[config.mk]
export PLATFORM = sky130hd
export DESIGN_NAME = sbcs_div
export DESIGN_NICKNAME = d
export VERILOG_FILES = /design/src/sv/sbcs_pkg.sv /design/src/sv/sbcs_div.sv
export SDC_FILE = /design/constraint.sdc
export NUM_CORES = 1
export LEC_CHECK = 0
export BUFFER_PORTS_ARGS = -buffer_cell sky130_fd_sc_hd__buf_4
export CAP_MARGIN = 20
export CORE_MARGIN = 2
export CORE_UTILIZATION = 30
export CTS_BUF_LIST = sky130_fd_sc_hd__clkbuf_4
export DETAILED_ROUTE_END_ITERATION = 10
export GPL_TIMING_DRIVEN = 0
export PLACE_DENSITY = 0.56
export SYNTH_ARGS = -nofsm -noshare
export SYNTH_HDL_FRONTEND = slang
export SYNTH_SLANG_ARGS = --single-unit
[constraint.sdc]
create_clock -name clk -period 2.7 [get_ports clk]
set_clock_uncertainty 0.1 [all_clocks]
set_input_delay 0.54 -clock clk [delete_from_list [all_inputs] [get_ports clk]]
set_output_delay 0.54 -clock clk [all_outputs]
set_load 0.01 [all_outputs]
[src/sv/sbcs_pkg.sv]
// ----------------------------------------------------------------------------
// sbcs_pkg
// shared constants for the slew-aware cubic buss shaper
// ----------------------------------------------------------------------------
`default_nettype none

package sbcs_pkg;

  // default sample width and fixed gain/rate formats
  localparam int SAMPLE_BITS_DEF = 24;
  localparam int GAIN_W          = 26;   // smoothed gain, unsigned Q2.24
  localparam int TARGET_W        = 24;   // gain target, unsigned Q2.22
  localparam int RATE_W          = 16;   // rate scale, unsigned Q4.12
  localparam int CHASE_W         = 28;   // chase speed, unsigned Q12.16
  localparam int NUM_W           = 55;   // gain update dividend
  localparam int DEN_W           = 28;   // gain update divisor
  localparam int CFG_IDX_W       = 8;
  localparam int CFG_DATA_W      = 24;

  // register indexes
  localparam logic [CFG_IDX_W-1:0] REG_GAIN_TARGET = 8'd0;
  localparam logic [CFG_IDX_W-1:0] REG_RATE_SCALE  = 8'd1;

  localparam logic [TARGET_W-1:0] GAIN_TARGET_RST = 24'd4194304;
  localparam logic [RATE_W-1:0]   RATE_SCALE_RST  = 16'd4096;

  // chase speed constants
  localparam logic [31:0]        DECAY_Q32   = 32'd4294537799;
  localparam logic [CHASE_W-1:0] DECAY_SUB   = 28'd655;
  localparam logic [CHASE_W-1:0] CHASE_FLOOR = 28'd22937600;   // 350 << 16
  localparam logic [CHASE_W-1:0] CHASE_CAP   = 28'd163840000;  // 2500 << 16

endpackage

`default_nettype wire

[src/sv/sbcs_div.sv]
// ----------------------------------------------------------------------------
// sbcs_div
// restoring divider, one quotient bit per cycle
// ----------------------------------------------------------------------------
`default_nettype none

module sbcs_div (
  input  wire logic                         clk,
  input  wire logic                         rst,
  input  wire logic                         start,
  input  wire logic [sbcs_pkg::NUM_W-1:0]   num,
  input  wire logic [sbcs_pkg::DEN_W-1:0]   den,
  output logic                              done,
  output logic [sbcs_pkg::NUM_W-1:0]        quo
);

  localparam int NW = sbcs_pkg::NUM_W;
  localparam int DW = sbcs_pkg::DEN_W;
  localparam int CW = $clog2(NW + 1);

  logic [DW-1:0] rem;
  logic [DW-1:0] den_q;
  logic [CW-1:0] cnt;
  logic          busy;
  logic [DW:0]   trial;
  logic [DW:0]   diff;
  logic          fits;

  assign trial = {rem, quo[NW-1]};
  assign diff  = trial - {1'b0, den_q};
  assign fits  = trial >= {1'b0, den_q};

  always_ff @(posedge clk) begin
    if (rst) begin
      busy <= 1'b0;
      done <= 1'b0;
      cnt  <= '0;
    end else begin
      done <= 1'b0;
      if (start) begin
        busy <= 1'b1;
        cnt  <= CW'(NW);
      end else if (busy) begin
        cnt <= cnt - 1'b1;
        if (cnt == CW'(1)) begin
          busy <= 1'b0;
          done <= 1'b1;
        end
      end
    end
  end

  always_ff @(posedge clk) begin
    if (start) begin
      rem   <= '0;
      quo   <= num;
      den_q <= den;
    end else if (busy) begin
      rem <= fits ? diff[DW-1:0] : trial[DW-1:0];
      quo <= {quo[NW-2:0], fits};
    end
  end

endmodule

`default_nettype wire

After elaboration in Yosys (flattened, before gate mapping) --
Index checks and enable logic that the tools add are counted.
Word-level totals: bits in registers 119, input port bits 86, output and inout port bits 56, logic and storage cells 24
Operators by class: add/sub/neg operators 2, $lt $le $gt $ge 1, equality and inequality tests 1, mux-type cells 9, bitwise operators 1, reduce and logical (&&, ||, !) cells 3
Operators with widths (count):
- 55-bit two-way mux | 2
- 29-bit by 28-bit >= comparator with 1-bit output | 1
- 28-bit two-way mux | 1
- 28-bit subtractor | 1
- 6-bit two-way mux | 2
- 6-bit by 1-bit equality test with 1-bit output (second input constant) | 1
- 6-bit by 1-bit subtractor with 6-bit output (second input constant) | 1
- 1-bit two-way mux | 4
- 3-bit OR reduction | 1
- 2-bit nonzero test | 1
- 2-bit OR reduction | 1
- 1-bit NOT | 1

Logic depth before layout (Yosys ltp) --
Gate-level depths: netlist of the first run.
word-level depth 4, gate-level depth with buffers 14

Worst setup path before layout of the first run --
No wires, ideal clock.
kind register to register, from register den_q[1], to register quo[0] in the netlist's numbering (data pin), arrival 2.528 ns, required time 2.340 ns, slack -0.188 ns, cell stages (with the launch flop) 13, buffers on the path 2, clock period less this slack 2.888 ns, cells stage by stage edfxtp_1 -> inv_1 -> ha_1 -> nor2b_1 -> o2111ai_1 -> a21oi_1 -> o31a_4 -> a221oi_4 -> nand3_4 -> and2_4 -> buf_6 -> buf_6 -> mux2_2
On the way: cells in the longest elaborated chain, start to end 3
RTL lines:
- start: declaration | line sbcs_div.sv:22 | logic [DW-1:0] den_q;
- start signal: assignment | line sbcs_div.sv:57 | den_q <= den;
- 29-bit by 28-bit >= comparator with 1-bit output | line sbcs_div.sv:31 | assign fits = trial >= {1'b0, den_q};
- 55-bit two-way mux | line sbcs_div.sv:58 | end else if (busy) begin
- 55-bit two-way mux | line sbcs_div.sv:54 | if (start) begin
- end signal: assignment | line sbcs_div.sv:56 | quo <= num;
- end signal: assignment | line sbcs_div.sv:60 | quo <= {quo[NW-2:0], fits};
- end: declaration | line sbcs_div.sv:14 | output logic [sbcs_pkg::NUM_W-1:0] quo
No other way between the ends. The select of a mux whose other input is x is not followed. A chain may end at the register's enable or synchronous reset.

Worst setup path in the final report of the first run --
from register quo[54] in the netlist's numbering, to register rem[26]
On the way: cells in the longest elaborated chain, start to end 2
RTL lines:
- 28-bit subtractor / 29-bit by 28-bit >= comparator with 1-bit output (equally long branches) | line sbcs_div.sv:30, sbcs_div.sv:31
- 28-bit two-way mux (*) | line sbcs_div.sv:59 | rem <= fits ? diff[DW-1:0] : trial[DW-1:0];
- end signal: assignment | line sbcs_div.sv:59
- end: declaration | line sbcs_div.sv:21 | logic [DW-1:0] rem;
Mark *: on every way between the ends. The rest lies on a longest branch, timed or not.

==> summary.md, run 1 <==
| Metric | Value |
|---|---|
| Hold/Removal Path Class | `primary input to register` |
| Die H | `149.8 um` |
| Max-cap violations | `0` |
| Reg clk slew, reported paths | `0.14 ns` |
| Vias in the first global route | `5375` |
| Final Max Tran Viols | `0` |
| Crit path to | `rem[26]$_SDFFE_PP0P_` |
| Final number of setup-violating endpoints | `28` |
| Clock sink count | `119` |
| Post-DP Area | `roughly 0.0078 sq mm` |
| Largest net degree at the start of global routing | `32` |
| GRT Resource Usage Total | `15.99%` |
| Crit path max-delay cell type | `edfxtp_1` |
| Comb power frac | `30.0%` |
| Die Area | `0.02244 sq mm` |
| Post-synth design cell area | `0.006379 sq mm` |
| Initial Utilization | `30.44%` |
| Relative slew slack | `~44%` |
| Internal power | `3.255 mW` |
| Crit-path cells | `inv_1 > ha_2 > fa_2 > nor2b_4 > o31ai_4 > a211o_1 > nand4_4 > buf_6 > nand4_1 > a31oi_2 > xor2_1 > nand2_1 > a311oi_2` |
| Failing checks | `setup timing` |
| Syn Nets | `between 700 and 800` |
| Fmax | `338.3 MHz` |
| Final Worst Setup Slack | `-0.2564 ns` |
| RR Endpoint | `rem[26]$_SDFFE_PP0P_` |
| Die Wd | `approximately 150 um` |
| Unrepaired setup endpoints after global routing | `true` |
| I/O pins | `142` |
| Worst r2r path cells | `13` |
| Clk root buf | `clkbuf_4` |
| Crit path DAT | `3.31 ns` |
| Flop pwr share | `around 46%` |
| Drt drc | `0` |
| Critical path class | `register to register` |
| Layout cells sized above 1 | `41.71%` |
| Synth unique cells | `59` |
| Final hold viol count | `0` |
| Total CTS buffers | `17` |
| Drt total wl | `17.66 mm` |
| Slew @ Worst Pin | `0.8295 ns` |
| Commonest cells in the netlist | `edfxtp_1, nand2_1, mux2_2, nor2_1` |
| WL/cell | `16.66 um` |
| 1st-iter DRT viols | `298` |
| Worst path max stage delay | `approximately 0.37 ns` |
| Clock power share | `between 20% and 30%` |
| Remaining Overflow, GRT | `0` |
| FF-to-FF Start | `quo[54]$_DFFE_PP_` |
| Post-route cell area | `0.008703 sq mm` |
| Critical-path maximum fanout | `4` |
| CP Capture Type | `register` |
| Number of synthesized register bits | `119` |
| Initial antenna violation count | `1` |
| CTS max path bufs | `2` |
| Peak supply drop | `293.6 uV` |
| Status | `finished, violations left` |
| Syn Area/Cell | `10.83 sq um` |
| Minimum clock period | `between 2 and 3 ns` |
| Fin crit share | `109.5%` |
| Setup TNS | `-2.550 ns` |
| CTS tree | `done` |
| Commonest register cell after synthesis | `edfxtp_1` |
| CP Launch Type | `register` |
| Worst setup startpoint | `quo[54]$_DFFE_PP_` |
| Syn. warnings | `0` |
| Antenna Violating Nets Remaining | `0` |
| Async S/R FF share, synth | `0%` |
| Reg2Reg Setup Slack | `-0.26 ns` |
| Skew-Pair Late Insertion Delay | `0.55 ns` |
| # rows | `53` |
| Power Density | `564.1 mW/mm^2` |
| Vias/cell | `4.886` |
| NetSw | `roughly 1.7 mW` |
| First-pass DRT Iterations | `5` |
| Leakage power | `3.508 nW` |
| Post-DP HPWL | `about 12 mm` |
| Final #Nets | `888` |
| Area of the core | `approximately 0.021 sq mm` |
| Top cell type's share of synthesized area | `between 30% and 40%` |
| Most frequent cell after synthesis | `edfxtp_1` |
| Count of buffers from port buffering | `140` |
| Fin util | `41.53%` |
| Post-synth EDFFs | `83` |
| Area leader, netlist | `edfxtp_1` |
| Vias | `just over 5k` |
| CP required | `3.05 ns` |
| Synth top area cells | `edfxtp_1, dfxtp_1, mux2_2` |
| Final Wtd Congestion | `0.8234` |
| Sequential element share of the synthesized area | `50.37%` |
| Global-route wire length before repair | `27.85 mm` |
| Area grow syn2layout | `36.45%` |
| Sw frac | `33.70%` |
| Gate Count Post-Synth | `between 500 and 600` |
| H-tree depth | `4` |
==> layer usage <==
layer	vias up	global-route usage [%]	wire length [um]
met5	-	0	0
met4	0	4.104	270
met3	21	7.226	1597
met2	180	24.93	8082
met1	2455	20.17	7710
li1	2523	-	-
==> layout by cell type, fill, tap and decap left out, types with 8 or more instances in the layout <==
master,count
buf_4,152
edfxtp_1,83
mux2_2,55
nor2_1,54
nand2_1,40
dfxtp_1,35
inv_1,33
a21oi_1,29
ha_1,26
nand3_1,21
clkbuf_4,17
clkbuf_1,16
xnor2_1,16
nand2_2,12
a311oi_1,11
o21ai_0,9
a21o_1,8
a311oi_2,8
nand2b_1,8
==> what timing repair did <==
action	CTS	global route
setup buffers	19	4
pin swaps	19	40
hold buffers	0	1
endpoints found under the hold margin	0	1
setup endpoints to repair	29	29
gates cloned	2	0
gates resized for setup	39	56
==> power groups by stage <==
stage | registers [mW] | clock network [mW] | logic [mW]
6_report | 2.26 | 1.18 | 1.47
5_1_grt | 2.28 | 1.30 | 1.60
4_1_cts | 2.25 | 1.24 | 1.36
3_5_place_dp | 2.29 | 0 | 1.19
3_3_place_gp | 2.29 | 0 | 1.19
2_1_floorplan | 2.31 | 0 | 0.715
==> worst max-delay path: cells and delay by family, from the launching register on <==
kind,cells,cell delay (ns)
AOI/OAI and AO/OA,4,0.95
xor gates and xnor gates,1,0.16
adders and majority gates,2,0.56
buffers and inverters,2,0.17
DFF,1,0.37
and+or+nand+nor,4,0.53
==> through the flow <==
stage	power (mW)	instances	worst slack [ns]	hold slack (ns)
3_3_place_gp	3.476	1004	-1.014	0.3845
4_1_cts	4.850	1055	-0.2786	0.002853
3_5_place_dp	3.475	1005	-0.5047	0.3895
6_report	4.909	1060	-0.2564	0.05348
2_1_floorplan	3.023	589	-0.1691	0.3646
5_1_grt	5.184	1060	-0.3351	0.00008826
==> area by class of cell <==
type / instances / area [sq um]
antenna: 1 / 2.502
fill: 2147 / 12250
timing repair buffer: 167 / 1393
inverter: 36 / 135.1
multi-input combinational: 407 / 3233
tap: 275 / 344.1
clock buffer: 17 / 127.6
clock inverter: 15 / 116.4
buffer: 23 / 137.6
sequential: 119 / 3214
==> worst min-delay path by stage <==
stage / from / endpoint / slack [ns] / cells past startpoint
floorplan: rem[9]$_SDFFE_PP0P_ / rem[9]$_SDFFE_PP0P_ / 0.36 / 2
global placement: rem[3]$_SDFFE_PP0P_ / rem[4]$_SDFFE_PP0P_ / 0.38 / 2
detailed placement: rem[2]$_SDFFE_PP0P_ / rem[3]$_SDFFE_PP0P_ / 0.39 / 2
CTS: den[22] / den_q[22]$_DFFE_PP_ / 0.003 / 1
global route: den[23] / den_q[23]$_DFFE_PP_ / 0.00009 / 1
finish: den[23] / den_q[23]$_DFFE_PP_ / 0.05 / 1
==> sequential cells by signal (all words and copies together) (netlist names) <==
signal and cells:
quo 55, den_q 28, rem 28, cnt 6, busy 1, done 1
==> cell families after synthesis <==
| group | count (synthesis) | synth area share (%) |
|---|---|---|
| buf+inv | 63 | 4.099 |
| simple gates | 181 | 13.16 |
| xor+xnor | 23 | 3.158 |
| mux | 56 | 9.867 |
| fa+ha+maj | 31 | 6.199 |
| flops | 119 | 50.37 |
| compound gates | 116 | 13.14 |
Power figures use the tool's default switching activity.
==> inputs of run 2 (changes only) <==
--- a/config.mk
+++ b/config.mk
@@ -10,9 +10,11 @@
 export CORE_MARGIN = 2
 export CORE_UTILIZATION = 30
 export CTS_BUF_LIST = sky130_fd_sc_hd__clkbuf_4
+export CTS_CLUSTER_DIAMETER = 150
 export DETAILED_ROUTE_END_ITERATION = 10
 export GPL_TIMING_DRIVEN = 0
-export PLACE_DENSITY = 0.56
+export PLACE_DENSITY = 0.54
+export SKIP_CTS_REPAIR_TIMING = 1
 export SYNTH_ARGS = -nofsm -noshare
 export SYNTH_HDL_FRONTEND = slang
 export SYNTH_SLANG_ARGS = --single-unit
==> constraint.sdc (replaced) <==
create_clock -name clk -period 3.59 [get_ports clk]
set_clock_uncertainty 0.1 [all_clocks]
set_input_delay 0.718 -clock clk [delete_from_list [all_inputs] [get_ports clk]]
set_output_delay 0.718 -clock clk [all_outputs]
set_load 0.01 [all_outputs]
==> summary.md, run 2 (synthesis gave the netlist of run 1 again) <==
| Metric | Value |
|---|---|
| Final hold viol count | `0` |
| 1st-iter DRT viols | `approximately 230` |
| Final Wtd Congestion | `0.8195` |
| Drt total wl | `17.08 mm` |
| Post-DP Area | `between 0.007 and 0.008 sq mm` |
| Antenna Violating Nets Remaining | `0` |
| Post-DP HPWL | `12.48 mm` |
| Fin crit share | `89.22%` |
| Total CTS buffers | `17` |
| Tot Pwr | `3.624 mW` |
| Peak supply drop | `233.7 uV` |
| Reg2Reg Setup Slack | `0.39 ns` |
| Critical-path maximum fanout | `10` |
| Non-Filler Instances | `1038` |
| Top Registers | `quo x55, den_q x28, rem x28` |
| Hold Startpoint | `den[23]` |
| Slew @ Worst Pin | `between 0.7 and 0.8 ns` |
| GRT Resource Usage Total | `15.73%` |
| CP Capture Type | `register` |
| Area grow syn2layout | `26.89%` |
| Relative slew slack | `50.62%` |
| Most common cell after layout, fill and taps aside | `buf_4` |
| Remaining Overflow, GRT | `0` |
| Count of buffers from port buffering | `140` |
| Final #Nets | `around 870` |
| Vias | `5012` |
| Initial Utilization | `30.44%` |
| Area of the core | `0.02096 sq mm` |
| Skew-Pair Late Insertion Delay | `0.54 ns` |
| Max-cap violations | `0` |
| Internal power | `around 2.5 mW` |
| Sw frac | `32.05%` |
| Fillers | `around 2.2k` |
| Commonest non-fill, non-tap cells in the layout | `buf_4, edfxtp_1, nand2_1` |
| Flop pwr share | `a little under half` |
| Die H | `149.8 um` |
| Reg clk slew, reported paths | `0.13 ns` |
| Drt drc | `0` |
| Final Worst Setup Slack | `0.3870 ns` |
| CP required | `3.80 ns` |
| Setup slack at placement | `0.4078 ns` |
| I/O pins | `142` |
| CP Launch Type | `register` |
| Clk root buf | `clkbuf_4` |
| Hold worst-path end | `den_q[23]$_DFFE_PP_` |
| CTS max path bufs | `2` |
| Comb power frac | `24.7%` |
| Final number of setup-violating endpoints | `0` |
| Fmax | `312.2 MHz` |
| Clock power share | `28.7%` |
| Global-route wire length before repair | `27.16 mm` |
| Power Density | `447.7 mW/mm^2` |
| Critical path class | `register to register` |
| Hold/Removal Path Class | `primary input to register` |
| Clock sink count | `119` |
| CTS tree | `done` |
| H-tree depth | `4` |
| First-pass DRT Iterations | `5` |
| Vias/cell | `4.829` |
| Vias in the first global route | `5152` |
| Final Max Tran Viols | `0` |
| Crit path DAT | `roughly 3.4 ns` |
| Minimum clock period | `3.203 ns` |
| Placed cells | `1005` |
| RR Endpoint | `quo[0]$_DFFE_PP_` |
| Hold Path Depth | `1` |
| Post-route cell area | `0.008094 sq mm` |
| NetSw | `1.161 mW` |
| Leakage power | `between 3 and 4 nW` |
| Max reg flops | `55` |
| Largest Register | `quo` |
| WL/cell | `16.45 um` |
| FF+latch area | `0.003213 sq mm` |
| Initial antenna violation count | `1` |
| Die Wd | `between 100 and 150 um` |
| Layout cells sized above 1 | `32.81%` |
| # rows | `53` |
| Unrepaired setup endpoints after global routing | `false` |
| Status | `finished clean` |
| Largest net degree at the start of global routing | `32` |
| Multi-input gate area | `0.002904 sq mm` |
| FF-to-FF Start | `den_q[1]$_DFFE_PP_` |
| Worst r2r path cells | `12` |
| Die Area | `0.02244 sq mm` |
run 2: power groups by stage:
stage                     clock network (mW)  registers [mW]  logic [mW]
final                                   1.04            1.69       0.895
after detailed placement                   0            1.72       0.898
after CTS                               1.08            1.69       0.902
after global routing                    1.13            1.71       0.995
after global placement                     0            1.72       0.893
after floorplan                            0            1.74       0.535
run 2: worst max-delay path by stage:
stage / from / to / slack (ns) / cells after the start
5_1_grt: den_q[11]$_DFFE_PP_ / rem[24]$_SDFFE_PP0P_ / 0.08 / 14
2_1_floorplan: den_q[1]$_DFFE_PP_ / quo[0]$_DFFE_PP_ / 0.70 / 12
4_1_cts: den_q[1]$_DFFE_PP_ / quo[0]$_DFFE_PP_ / 0.38 / 12
3_5_place_dp: den_q[1]$_DFFE_PP_ / quo[0]$_DFFE_PP_ / 0.41 / 12
6_report: den_q[1]$_DFFE_PP_ / quo[0]$_DFFE_PP_ / 0.39 / 12
3_3_place_gp: start / quo[11]$_DFFE_PP_ / -0.35 / 4
run 2: stage by stage:
step	setup TNS, ns	utilization [%]	hold WS [ns]
floorplan	0	-	0.3646
global placement	-19.00	37.10	0.3824
detailed placement	0	37.19	0.3888
CTS	0	38.61	0.1839
global route	0	38.63	0.1700
finish	0	38.63	0.2389
run 2: worst max-delay path, stage by stage (launching register included):
cell and delay (ns):
edfxtp_1 0.44, inv_1 0.08, ha_1 0.23, nor2b_1 0.15, o2111ai_1 0.23, a21oi_1 0.15, o31a_4 0.34, a221oi_4 0.31
nand3_4 0.17, and2_4 0.19, buf_6 0.14, buf_6 0.16, mux2_2 0.27
run 2: layer usage:
layer / track usage, % / routed length [um] / part of all wire [%] / vias up
li1: - / - / - / 2478
met2: 24.91 / 7786 / 46 / 151
met3: 7.622 / 1613 / 9.4 / 10
met5: 0 / 0 / 0 / -
met4: 4.009 / 157 / 0.92 / 0
met1: 19.21 / 7521 / 44 / 2373
run 2: cell type report:
cell class | count | share of cell area, %
Clock inverter | 15 | 2.102
Multi-Input combinational cell | 407 | 35.88
Buffer | 27 | 1.561
Clock buffer | 17 | 1.577
Timing Repair Buffer | 141 | 13.23
Sequential cell | 119 | 39.70
Tap cell | 275 | 4.251
Antenna cell | 1 | 0.03092
Inverter | 36 | 1.670
